===== src/design/button_click_event_detector_macros.svh =====
// Assertion macros for the button click event detector.
`ifndef BUTTON_CLICK_EVENT_DETECTOR_MACROS_SVH
`define BUTTON_CLICK_EVENT_DETECTOR_MACROS_SVH

`ifndef SYNTHESIS
// Check a condition at every clock edge outside reset.
`define BCED_ASSERT(lbl, cond) \
    lbl: assert property (@(posedge clk) disable iff (!rst_n) (cond)) \
        else $error("button detector check failed");
// Check that an antecedent implies a consequence in the cycle after it, outside reset.
`define BCED_ASSERT_NEXT(lbl, ante, cons) \
    lbl: assert property (@(posedge clk) disable iff (!rst_n) (ante) |=> (cons)) \
        else $error("button detector sequence check failed");
`else
`define BCED_ASSERT(lbl, cond)
`define BCED_ASSERT_NEXT(lbl, ante, cons)
`endif

`endif


===== src/design/bced_pkg.sv =====
// Shared constants of the button click event detector.
`default_nettype none

package bced_pkg;

    localparam int CFG_INDEX_BITS = 2;
    localparam int CFG_DATA_BITS  = 16;
    localparam int EVENT_BITS     = 3;

    // Register indexes
    localparam logic [CFG_INDEX_BITS-1:0] REG_ACTIVE_LEVEL = 2'd0;
    localparam logic [CFG_INDEX_BITS-1:0] REG_DEBOUNCE     = 2'd1;
    localparam logic [CFG_INDEX_BITS-1:0] REG_LONG_PRESS   = 2'd2;
    localparam logic [CFG_INDEX_BITS-1:0] REG_CLICK_WINDOW = 2'd3;

    // Register reset values
    localparam logic [CFG_DATA_BITS-1:0] DEBOUNCE_RESET     = 16'd3;
    localparam logic [CFG_DATA_BITS-1:0] LONG_PRESS_RESET   = 16'd100;
    localparam logic [CFG_DATA_BITS-1:0] CLICK_WINDOW_RESET = 16'd35;

    // Event codes
    typedef logic [EVENT_BITS-1:0] event_t;
    localparam event_t EV_NONE   = 3'd0;
    localparam event_t EV_PRESS  = 3'd1;
    localparam event_t EV_LONG   = 3'd2;
    localparam event_t EV_CLICK  = 3'd3;
    localparam event_t EV_DOUBLE = 3'd4;

    localparam logic [1:0] CLICKS_NONE = 2'd0;
    localparam logic [1:0] CLICKS_ONE  = 2'd1;
    localparam logic [1:0] CLICKS_TWO  = 2'd2;

endpackage

`default_nettype wire


===== src/design/button_click_event_detector.sv =====
// Button debounce with press, long press, click and double click events.
//
// Usage: each input item is one poll tick carrying raw_level, the sampled
// pin level. Items arrive on in_valid/in_stall; one result item per tick
// leaves on out_valid/out_stall with event_code (0 none, 1 press, 2 long
// press, 3 click, 4 double click) and held, the debounced state.
// Configuration writes use cfg_valid/cfg_ready with cfg_index and cfg_data;
// cfg_ready is always high. Write only while no tick is in flight.
// A tick accepted into the input register leaves through the result register;
// the state update between the two registers is combinational, so one tick
// per cycle passes while the receiver does not stall.
// When the receiver stalls, the result register holds and the input
// register still takes one more tick; in_stall rises only when both are
// full. Reset (rst_n low, asynchronous) empties both registers, loads the
// register defaults and starts with the button released, all ages zero
// and no clicks pending.
`default_nettype none

`include "button_click_event_detector_macros.svh"

module button_click_event_detector #(
    parameter int AGE_BITS = 16
) (
    input  wire logic                                clk,
    input  wire logic                                rst_n,
    input  wire logic                                in_valid,
    output logic                                     in_stall,
    input  wire logic                                raw_level,
    output logic                                     out_valid,
    input  wire logic                                out_stall,
    output bced_pkg::event_t                         event_code,
    output logic                                     held,
    input  wire logic                                cfg_valid,
    output logic                                     cfg_ready,
    input  wire logic [bced_pkg::CFG_INDEX_BITS-1:0] cfg_index,
    input  wire logic [bced_pkg::CFG_DATA_BITS-1:0]  cfg_data
);

    localparam int CMP_BITS = (AGE_BITS > bced_pkg::CFG_DATA_BITS)
                              ? AGE_BITS : bced_pkg::CFG_DATA_BITS;
    localparam logic [AGE_BITS-1:0] AGE_MAX = {AGE_BITS{1'b1}};

    // Configuration registers
    logic                               active_level_reg;
    logic [bced_pkg::CFG_DATA_BITS-1:0] debounce_reg;
    logic [bced_pkg::CFG_DATA_BITS-1:0] long_press_reg;
    logic [bced_pkg::CFG_DATA_BITS-1:0] click_window_reg;

    // Input register
    logic item_valid_reg;
    logic item_level_reg;

    // Tracking state
    logic                raw_pressed_reg, raw_pressed_next;
    logic                stable_reg, stable_next;
    logic [AGE_BITS-1:0] raw_age_reg, raw_age_next;
    logic [AGE_BITS-1:0] press_age_reg, press_age_next;
    logic [AGE_BITS-1:0] release_age_reg, release_age_next;
    logic                long_reported_reg, long_reported_next;
    logic [1:0]          clicks_reg, clicks_next;

    // Result register
    logic              out_valid_reg;
    bced_pkg::event_t  event_reg, event_next;
    logic              held_reg;

    logic move;
    logic now_pressed;
    logic pressed_now;

    assign cfg_ready  = 1'b1;
    assign move       = item_valid_reg && !(out_valid_reg && out_stall);
    assign in_stall   = item_valid_reg && !move;
    assign out_valid  = out_valid_reg;
    assign event_code = event_reg;
    assign held       = held_reg;

    // Write configuration registers
    always_ff @(posedge clk or negedge rst_n)
    begin
        if (!rst_n)
        begin
            active_level_reg <= 1'b0;
            debounce_reg     <= bced_pkg::DEBOUNCE_RESET;
            long_press_reg   <= bced_pkg::LONG_PRESS_RESET;
            click_window_reg <= bced_pkg::CLICK_WINDOW_RESET;
        end
        else if (cfg_valid && cfg_ready)
        begin
            case (cfg_index)
                bced_pkg::REG_ACTIVE_LEVEL: active_level_reg <= cfg_data[0];
                bced_pkg::REG_DEBOUNCE:     debounce_reg     <= cfg_data;
                bced_pkg::REG_LONG_PRESS:   long_press_reg   <= cfg_data;
                bced_pkg::REG_CLICK_WINDOW: click_window_reg <= cfg_data;
                default:                    ;
            endcase
        end
    end

    // Compute the next state and event for the item in the input register
    always_comb
    begin
        now_pressed        = (item_level_reg == active_level_reg);
        raw_pressed_next   = raw_pressed_reg;
        stable_next        = stable_reg;
        long_reported_next = long_reported_reg;
        clicks_next        = clicks_reg;
        event_next         = bced_pkg::EV_NONE;
        pressed_now        = 1'b0;

        // advance ages with saturation
        raw_age_next     = (raw_age_reg == AGE_MAX) ? AGE_MAX : raw_age_reg + 1'b1;
        press_age_next   = (press_age_reg == AGE_MAX) ? AGE_MAX : press_age_reg + 1'b1;
        release_age_next = (release_age_reg == AGE_MAX)
                           ? AGE_MAX : release_age_reg + 1'b1;

        // restart the raw age on a level change
        if (now_pressed != raw_pressed_reg)
        begin
            raw_pressed_next = now_pressed;
            raw_age_next     = '0;
        end

        // follow the raw level once it has been steady
        if ((CMP_BITS'(raw_age_next) >= CMP_BITS'(debounce_reg))
            && (stable_reg != raw_pressed_next))
        begin
            stable_next = raw_pressed_next;
            if (raw_pressed_next)
            begin
                press_age_next     = '0;
                long_reported_next = 1'b0;
                event_next         = bced_pkg::EV_PRESS;
                pressed_now        = 1'b1;
            end
            else if (!long_reported_reg)
            begin
                if (clicks_reg != bced_pkg::CLICKS_TWO)
                begin
                    clicks_next = clicks_reg + 1'b1;
                end
                release_age_next = '0;
            end
        end

        // fire long press once per hold and drop pending clicks
        if (!pressed_now && stable_next && !long_reported_next
            && (CMP_BITS'(press_age_next) >= CMP_BITS'(long_press_reg)))
        begin
            long_reported_next = 1'b1;
            clicks_next        = bced_pkg::CLICKS_NONE;
            event_next         = bced_pkg::EV_LONG;
        end

        // report counted clicks when the window expires
        if (!stable_next && (clicks_next != bced_pkg::CLICKS_NONE)
            && (CMP_BITS'(release_age_next) >= CMP_BITS'(click_window_reg)))
        begin
            event_next  = (clicks_next == bced_pkg::CLICKS_ONE)
                          ? bced_pkg::EV_CLICK : bced_pkg::EV_DOUBLE;
            clicks_next = bced_pkg::CLICKS_NONE;
        end
    end

    // Hold control state; update it as the item moves to the result register
    always_ff @(posedge clk or negedge rst_n)
    begin
        if (!rst_n)
        begin
            item_valid_reg    <= 1'b0;
            out_valid_reg     <= 1'b0;
            raw_pressed_reg   <= 1'b0;
            stable_reg        <= 1'b0;
            raw_age_reg       <= '0;
            press_age_reg     <= '0;
            release_age_reg   <= '0;
            long_reported_reg <= 1'b0;
            clicks_reg        <= bced_pkg::CLICKS_NONE;
        end
        else
        begin
            if (in_valid && !in_stall)
            begin
                item_valid_reg <= 1'b1;
            end
            else if (move)
            begin
                item_valid_reg <= 1'b0;
            end

            if (move)
            begin
                out_valid_reg     <= 1'b1;
                raw_pressed_reg   <= raw_pressed_next;
                stable_reg        <= stable_next;
                raw_age_reg       <= raw_age_next;
                press_age_reg     <= press_age_next;
                release_age_reg   <= release_age_next;
                long_reported_reg <= long_reported_next;
                clicks_reg        <= clicks_next;
            end
            else if (!out_stall)
            begin
                out_valid_reg <= 1'b0;
            end
        end
    end

    // Capture payloads
    always_ff @(posedge clk)
    begin
        if (in_valid && !in_stall)
        begin
            item_level_reg <= raw_level;
        end
        if (move)
        begin
            event_reg <= event_next;
            held_reg  <= stable_next;
        end
    end

    `BCED_ASSERT(a_click_saturates, clicks_reg != 2'd3)
    `BCED_ASSERT(a_long_while_held,
        !(out_valid_reg && (event_reg == bced_pkg::EV_LONG)) || held_reg)
    `BCED_ASSERT(a_press_while_held,
        !(out_valid_reg && (event_reg == bced_pkg::EV_PRESS)) || held_reg)
    `BCED_ASSERT(a_click_while_released,
        !(out_valid_reg && ((event_reg == bced_pkg::EV_CLICK)
                            || (event_reg == bced_pkg::EV_DOUBLE))) || !held_reg)
    `BCED_ASSERT(a_stall_only_when_full, !in_stall || (item_valid_reg && out_valid_reg))
    `BCED_ASSERT_NEXT(a_move_fills_output, move, out_valid_reg)

endmodule

`default_nettype wire


===== config.mk =====
export PLATFORM = sky130hd
export DESIGN_NAME = button_click_event_detector
export DESIGN_NICKNAME = d
export VERILOG_FILES = /design/src/design/bced_pkg.sv /design/src/design/button_click_event_detector.sv
export VERILOG_INCLUDE_DIRS = /design/src /design/src/design
export SDC_FILE = /design/constraint.sdc
export NUM_CORES = 1
export LEC_CHECK = 0
export BUFFER_PORTS_ARGS = -buffer_cell sky130_fd_sc_hd__clkbuf_2
export CORE_MARGIN = 2
export CORE_UTILIZATION = 30
export DETAILED_ROUTE_END_ITERATION = 10
export PLACE_DENSITY = 0.52
export SETUP_SLACK_MARGIN = 0.1
export SYNTH_ARGS = -nofsm -noshare
export SYNTH_HDL_FRONTEND = slang
export SYNTH_SLANG_ARGS = --single-unit

===== constraint.sdc =====
create_clock -name clk -period 6.8 [get_ports clk]
set_clock_uncertainty 0.15 [all_clocks]
set_input_delay 0.34 -clock clk [delete_from_list [all_inputs] [get_ports clk]]
set_output_delay 0.34 -clock clk [all_outputs]
set_load 0.01 [all_outputs]

==> results of run 1 <==
## critical path: stages (launching register included)
cell and delay [ns]:
sky130_fd_sc_hd__dfrtp_1 0.46, sky130_fd_sc_hd__ha_1 0.27, sky130_fd_sc_hd__nand2_1 0.13, sky130_fd_sc_hd__or4_4 0.60, sky130_fd_sc_hd__a21o_1 0.23, sky130_fd_sc_hd__ha_1 0.26, sky130_fd_sc_hd__nand2b_1 0.14, sky130_fd_sc_hd__a2111oi_0 0.41
sky130_fd_sc_hd__o311a_1 0.25, sky130_fd_sc_hd__o21a_1 0.33, sky130_fd_sc_hd__nor3_2 0.07, sky130_fd_sc_hd__buf_4 0.21, sky130_fd_sc_hd__a31oi_1 0.20, sky130_fd_sc_hd__o21a_1 0.16, sky130_fd_sc_hd__ha_1 0.14, sky130_fd_sc_hd__nand4_1 0.10
sky130_fd_sc_hd__nor3_1 0.21, sky130_fd_sc_hd__o21ai_0 0.13, sky130_fd_sc_hd__a211oi_1 0.29, sky130_fd_sc_hd__o221ai_1 0.26, sky130_fd_sc_hd__a31oi_1 0.26, sky130_fd_sc_hd__o21ai_0 0.09
## through the flow
step,hold slack (ns),setup WS (ns),instance area (um2),instances,power (mW)
after global placement,0.174,1.39,7160,991,1.43
after floorplan,-0.106,1.91,6750,704,1.27
after global routing,0.0139,0.900,7460,1009,2.08
after detailed placement,0.169,1.32,7160,991,1.43
final,0.0156,1.32,7460,1009,1.93
after CTS,0.00879,1.32,7460,1009,1.96
## power groups by stage
stage,clock [mW],combinational [mW],sequential (mW)
CTS,0.530,0.559,0.867
global route,0.557,0.634,0.889
finish,0.512,0.549,0.869
global placement,0,0.553,0.876
detailed placement,0,0.553,0.879
floorplan,0,0.417,0.849
## metal layers
metal | global-route usage [%] | vias up
met5 | 0 | -
met4 | 4.05 | 0
met3 | 2.56 | 10
met2 | 21.8 | 51
met1 | 19.5 | 2451
li1 | - | 2525
## cell families (layout without fill, tap and decap cells)
kind of cell | Yosys count | count (layout) | share of synthesized area, %
fa+ha+maj | 52 | 52 | 9.64
flops | 109 | 109 | 40.9
xor+xnor | 35 | 35 | 4.54
buf+inv | 87 | 112 | 5.45
other cells | 1 | 1 | 0.0555
mux | 67 | 67 | 11.1
compound gates | 167 | 167 | 14.5
simple gates | 186 | 186 | 13.8
## worst paths after layout
check	slack (ns)	cells after the start	startpoint	endpoint
min in group asynchronous	0.31	2	rst_n	raw_age_reg[0]$_DFFE_PN0P_
max in group asynchronous	4.86	3	rst_n	release_age_reg[10]$_DFFE_PN0P_
min	0.02	2	in_valid	item_valid_reg$_DFFE_PN0P_
max	1.32	21	raw_age_reg[0]$_DFFE_PN0P_	clicks_reg[0]$_DFFE_PN0P_
min reg2reg	0.36	2	raw_pressed_reg$_DFFE_PN0P_	raw_pressed_reg$_DFFE_PN0P_
max reg2reg	1.32	21	raw_age_reg[0]$_DFFE_PN0P_	clicks_reg[0]$_DFFE_PN0P_
## cell type report
class | count | area [um2] | area share (%)
Multi-Input combinational cell | 508 | 3630 | 48.7
Sequential cell | 109 | 2760 | 37.1
Tap cell | 280 | 350 | 4.70
Inverter | 58 | 218 | 2.92
Clock buffer | 10 | 239 | 3.21
Timing Repair Buffer | 38 | 220 | 2.95
Clock inverter | 6 | 37.5 | 0.503
## Yosys cell counts, drive strengths merged (2+ instances only)
library cell,instances
dfrtp,96
a21oi,91
mux2,61
nand2,61
inv,57
ha,52
nor2,37
nand3,31
o21ai,27
xnor2,20
clkbuf,17
xor2,15
nand4,14
buf,12
o31ai,12
o22a,10
and3,8
dfstp,8
nor3,8
a31oi,7
o21a,7
mux2i,6
edfxtp,5
nand2b,5
nor2b,5
a211oi,3
and4,3
nand3b,3
nor4,3
a21o,2
and2,2
nor3b,2
o211ai,2
## cell usage in the layout, fill, tap and decap left out, types with 6 or more instances in the layout
cell / instances
sky130_fd_sc_hd__buf_4: 8
sky130_fd_sc_hd__ha_1: 52
sky130_fd_sc_hd__o22a_1: 10
sky130_fd_sc_hd__xnor2_1: 20
sky130_fd_sc_hd__mux2_2: 61
sky130_fd_sc_hd__a31oi_1: 7
sky130_fd_sc_hd__nor2_1: 37
sky130_fd_sc_hd__nand2_1: 60
sky130_fd_sc_hd__clkbuf_16: 9
sky130_fd_sc_hd__dfstp_2: 8
sky130_fd_sc_hd__dfrtp_1: 96
sky130_fd_sc_hd__o31ai_1: 12
sky130_fd_sc_hd__nand4_1: 13
sky130_fd_sc_hd__clkbuf_2: 28
sky130_fd_sc_hd__mux2i_1: 6
sky130_fd_sc_hd__o21ai_0: 26
sky130_fd_sc_hd__inv_1: 57
sky130_fd_sc_hd__nor3_1: 7
sky130_fd_sc_hd__a21oi_1: 89
sky130_fd_sc_hd__o21a_1: 7
sky130_fd_sc_hd__nand3_1: 30
sky130_fd_sc_hd__xor2_1: 15
sky130_fd_sc_hd__and3_1: 8
==> impl_metrics.json, run 1 <==
{
  "p_leak_nw": 3.41,
  "power.switching_fraction_pct": 34.1,
  "n_antenna_cell": 0,
  "met3_wirelength_um": 523,
  "syn_nets": 780,
  "topRoutingLayerUsed": "met4",
  "final.period_utilization_pct": 80.6,
  "tritoncts": "done",
  "post_cts.resized_instances": 0,
  "critical_path_class": "register to register",
  "biggest_area_consumer_among_synthesized_cells": "sky130_fd_sc_hd__dfrtp_1",
  "grt_pass1_wl_mm": 26.1,
  "part_of_the_total_power_dissipated_in_combinational_logic_pct": 28.4,
  "root_buffer": "sky130_fd_sc_hd__clkbuf_16",
  "synth-main-ff-cell": "sky130_fd_sc_hd__dfrtp_1",
  "finalSetupViolCount": 0,
  "utilization_pct": 34.0,
  "fin_tns_setup_ns": 0,
  "clock_latency_on_the_worst_skew_pair_ns": 0.36,
  "required_time_of_the_worst_setup_path_ns": 6.90,
  "slew_viol_final": 0,
  "1st_iter_drt_viols": 258,
  "grt-ovfl-total": 0,
  "netlist_area_mm2": 0.00675,
  "gp_congestion": 0.800,
  "wl_per_cell_um": 15.5,
  "synth.top_cells.by_area": "sky130_fd_sc_hd__dfrtp_1 (36%), sky130_fd_sc_hd__mux2_2 (10%), sky130_fd_sc_hd__ha_1 (9.6%)",
  "internal_power_mw": 1.27,
  "clock_path_buffers": 2,
  "clock_edge_transition_at_the_registers_on_the_reported_setup_and_hold_paths_ns": 0.08,
  "vias": 5037,
  "max-slew-margin-rel_pct": 27.5,
  "synth_sequential_area_ratio_pct": 40.9,
  "fp.dieArea_mm2": 0.0237,
  "grt_pass1_vias": 4866,
  "run_status": "complete, no violations",
  "drt_pass1_iterations": 5,
  "synth-edff-count": 5,
  "rsz0062_at_grt": "false",
  "io_pins": 31,
  "ys_ff_latch": 109,
  "floorplan_core_area_mm2": 0.0220,
  "nNetsFinal": 800,
  "timing.critical_path.from_type": "register",
  "drive_gt1_share_pct": 18.1,
  "met1Wirelength_mm": 7.78,
  "post_cts_hold_buffer_count": 2,
  "worst-slew-pin-transition_ns": 1.08,
  "die_height_um": 154,
  "netlist.area_leader.share_pct": 35.6,
  "vdd_drop_max_uv": 128,
  "power.density_cell_area_mw_per_mm2": 259,
  "post_syn_instances": 704,
  "met2WireLength_mm": 7.14,
  "drt_drc_violations_left": 0,
  "number_of_buffers_added_by_the_clock_tree_synthesis_step": 9,
  "cap_violations": 0,
  "setup.worst_path.end_class": "register",
  "synthesis.area_per_instance_um2": 9.59,
  "htree_num_levels": 3,
  "detailed_place_hpwl_mm": 11.5,
  "grt_start_max_net_pins": 73,
  "fp-row-count": 54,
  "cp_max_fo": 22,
  "floorplan.initialDensity_pct": 30.7,
  "grt_usage_pct": 13.9,
  "hold_path_class": "input pin to register",
  "fillers": 2275,
  "max_freq_ghz": 0.182,
  "area_growth_pct": 10.4,
  "final_hold_viol_count": 0,
  "clock-sinks": 109,
  "data_arrival_time_of_the_worst_path_ns": 5.58,
  "sequentialPowerShare_pct": 45.0,
  "buffer_ports.inserted": 29,
  "clock_power_share_pct": 26.5,
  "buffers_inserted_by_post_cts_timing_repair": 0,
  "yosys.cell_types.count": 54,
  "fp.dieW_um": 154,
  "ant_nets": 0,
  "grt_antenna_before_repair": 0,
  "final.min_clock_period_ns": 5.48,
  "wirelength_mm": 15.6,
  "via_per_inst": 4.99,
  "switchingPower_mw": 0.658,
  "ys.warnings.count": 0,
  "synth-async-reset-ratio_pct": 95.4
}
Note: power is estimated with default switching activity, not from simulation.
==> inputs of run 2 (changes only) <==
Settings changed: PLACE_DENSITY 0.52 to 0.53.
Clock period 6.8 ns to 5 ns, I/O delays scaled along.
==> impl_metrics.json, run 2 (synthesis results as in run 1) <==
{
  "cp_slowest_stage_delay_ns": 0.59,
  "slew_viol_final": 0,
  "clock_path_buffers": 2,
  "grt_pass1_vias": 4975,
  "final_common_cell": "sky130_fd_sc_hd__dfrtp_1",
  "detailed_place_hpwl_mm": 11.7,
  "fp-row-count": 54,
  "final_cell_mix": "sky130_fd_sc_hd__dfrtp_1 (96), sky130_fd_sc_hd__a21oi_1 (77), sky130_fd_sc_hd__mux2_2 (61), sky130_fd_sc_hd__inv_1 (57), sky130_fd_sc_hd__nand2_1 (57)",
  "required_time_of_the_worst_setup_path_ns": 5.09,
  "grt_pass1_wl_mm": 26.2,
  "clock-sinks": 109,
  "fp.dieArea_mm2": 0.0237,
  "clock_latency_on_the_worst_skew_pair_ns": 0.36,
  "rr_worst_depth": 21,
  "p_leak_nw": 3.66,
  "nNetsFinal": 845,
  "vias": 5233,
  "grt-ovfl-total": 0,
  "worst-slew-pin-transition_ns": 0.997,
  "fin_worst_hold_slack_ns": 0.0158,
  "rsz0062_at_grt": "true",
  "path_depth": 21,
  "number_of_buffers_added_by_the_clock_tree_synthesis_step": 9,
  "path_cells": "and4_4 > nand2_2 > or4_4 > buf_6 > a21oi_4 > ha_4 > nand2_2 > o21a_1 > a211o_1 > o21a_4 > nor3_4 > buf_6 > a21oi_2 > ha_1 > nand2_2 > nor3_2 > o21ai_1 > a211oi_2 > o221ai_2 > a31oi_2 > o21ai_1",
  "finalSetupViolCount": 0,
  "run_status": "complete, no violations",
  "vdd_drop_max_uv": 209,
  "drt_pass1_iterations": 4,
  "io_pins": 31,
  "hold_path_class": "input pin to register",
  "final_hold_viol_count": 0,
  "cap_violations": 0,
  "utilization_pct": 36.9,
  "critical_path_buf_inv_count": 2,
  "power.density_cell_area_mw_per_mm2": 349,
  "wirelength_mm": 16.5,
  "root_buffer": "sky130_fd_sc_hd__clkbuf_16",
  "1st_iter_drt_viols": 263,
  "setup.worst_path.end_class": "register",
  "grt_start_max_net_pins": 69,
  "tritoncts": "done",
  "data_arrival_time_of_the_worst_path_ns": 4.97,
  "critPathMostFrequentCell": "sky130_fd_sc_hd__nand2_2",
  "hold_depth": 2,
  "timing.critical_path.from_type": "register",
  "fp.dieW_um": 154,
  "via_per_inst": 4.96,
  "cp_max_fo": 7,
  "final.period_utilization_pct": 97.6,
  "worst_path_dominant_cell_family": "compound AO/OA/AOI/OAI gates",
  "crit_slowest_cell": "sky130_fd_sc_hd__or4_4",
  "wl_per_cell_um": 15.7,
  "critical_path_class": "register to register",
  "final.min_clock_period_ns": 4.88,
  "max_freq_ghz": 0.205,
  "area_growth_pct": 20.0,
  "clock_edge_transition_at_the_registers_on_the_reported_setup_and_hold_paths_ns": 0.07,
  "drt_drc_violations_left": 0,
  "buffer_ports.inserted": 29,
  "floorplan_core_area_mm2": 0.0220,
  "grt_usage_pct": 14.0,
  "floorplan.initialDensity_pct": 30.7,
  "ant_nets": 0,
  "die_height_um": 154,
  "htree_num_levels": 3,
  "drive_gt1_share_pct": 27.5,
  "gp_congestion": 0.808,
  "n_antenna_cell": 0,
  "max-slew-margin-rel_pct": 33.5,
  "grt_antenna_before_repair": 0
}
-- run 2: routing by layer --
layer	track usage [%]	part of all wire (%)	up-vias	wire [um]
li1	-	-	2615	-
met2	22.9	47	78	7770
met4	3.69	1.2	0	192
met5	0	0	-	0
met1	19.0	49	2530	8020
met3	2.76	3.2	10	528
-- run 2: per-stage QoR --
step                      instances  setup slack, ns  setup TNS, ns  instance area, um2  power (mW)
after CTS                      1040            0.105              0                7780        2.79
after floorplan                 704            0.112              0                6750        1.72
final                          1054            0.121              0                8100        2.83
after global routing           1054           -0.133         -0.331                8100        3.02
after global placement         1020          -0.0829         -0.165                7390        1.97
after detailed placement       1020           -0.108         -0.211                7390        1.97
-- run 2: worst paths after layout --
| kind | from | slack, ns | endpoint |
|---|---|---|---|
| min | cfg_data[3] | 0.02 | click_window_reg[3]$_DFFE_PN0P_ |
| min reg2reg | click_window_reg[13]$_DFFE_PN0P_ | 0.36 | click_window_reg[13]$_DFFE_PN0P_ |
| max reg2reg | raw_age_reg[4]$_DFFE_PN0P_ | 0.12 | clicks_reg[0]$_DFFE_PN0P_ |
| max in group asynchronous | rst_n | 3.27 | release_age_reg[15]$_DFFE_PN0P_ |
| max | raw_age_reg[4]$_DFFE_PN0P_ | 0.12 | clicks_reg[0]$_DFFE_PN0P_ |
| min in group asynchronous | rst_n | 0.39 | raw_age_reg[4]$_DFFE_PN0P_ |
-- run 2: final cells by class --
type	count	area, um2
sequential	109	2760
clock inverter	6	93.8
fill	2208	13900
tap	280	350
timing repair buffer	83	598
multi-input combinational	508	3850
clock buffer	10	229
inverter	58	218
-- run 2: what timing repair did --
item / 4_1_cts / 5_1_grt
pin swaps: 2 / 31
setup buffers: 0 / 14
gates resized for setup: 7 / 50
hold buffers: 4 / 0
endpoints found under the setup margin: 4 / 6
endpoints found under the hold margin: 62 / 0
-- run 2: worst reg2reg max path: stages, from the launching register on --
cell and delay, ns:
sky130_fd_sc_hd__dfrtp_1 0.35, sky130_fd_sc_hd__and4_4 0.24, sky130_fd_sc_hd__nand2_2 0.06, sky130_fd_sc_hd__or4_4 0.59
sky130_fd_sc_hd__buf_6 0.17, sky130_fd_sc_hd__a21oi_4 0.17, sky130_fd_sc_hd__ha_4 0.17, sky130_fd_sc_hd__nand2_2 0.04
sky130_fd_sc_hd__o21a_1 0.20, sky130_fd_sc_hd__a211o_1 0.33, sky130_fd_sc_hd__o21a_4 0.26, sky130_fd_sc_hd__nor3_4 0.25
sky130_fd_sc_hd__buf_6 0.18, sky130_fd_sc_hd__a21oi_2 0.05, sky130_fd_sc_hd__ha_1 0.36, sky130_fd_sc_hd__nand2_2 0.07
sky130_fd_sc_hd__nor3_2 0.20, sky130_fd_sc_hd__o21ai_1 0.11, sky130_fd_sc_hd__a211oi_2 0.32, sky130_fd_sc_hd__o221ai_2 0.18
sky130_fd_sc_hd__a31oi_2 0.22, sky130_fd_sc_hd__o21ai_1 0.09
-- run 2: power by group --
part	internal, mW	total (mW)	leakage, nW	switching [mW]
logic	0.389	0.863	2.17	0.474
registers	1.05	1.17	1.34	0.125
clock network	0.444	0.795	0.154	0.351
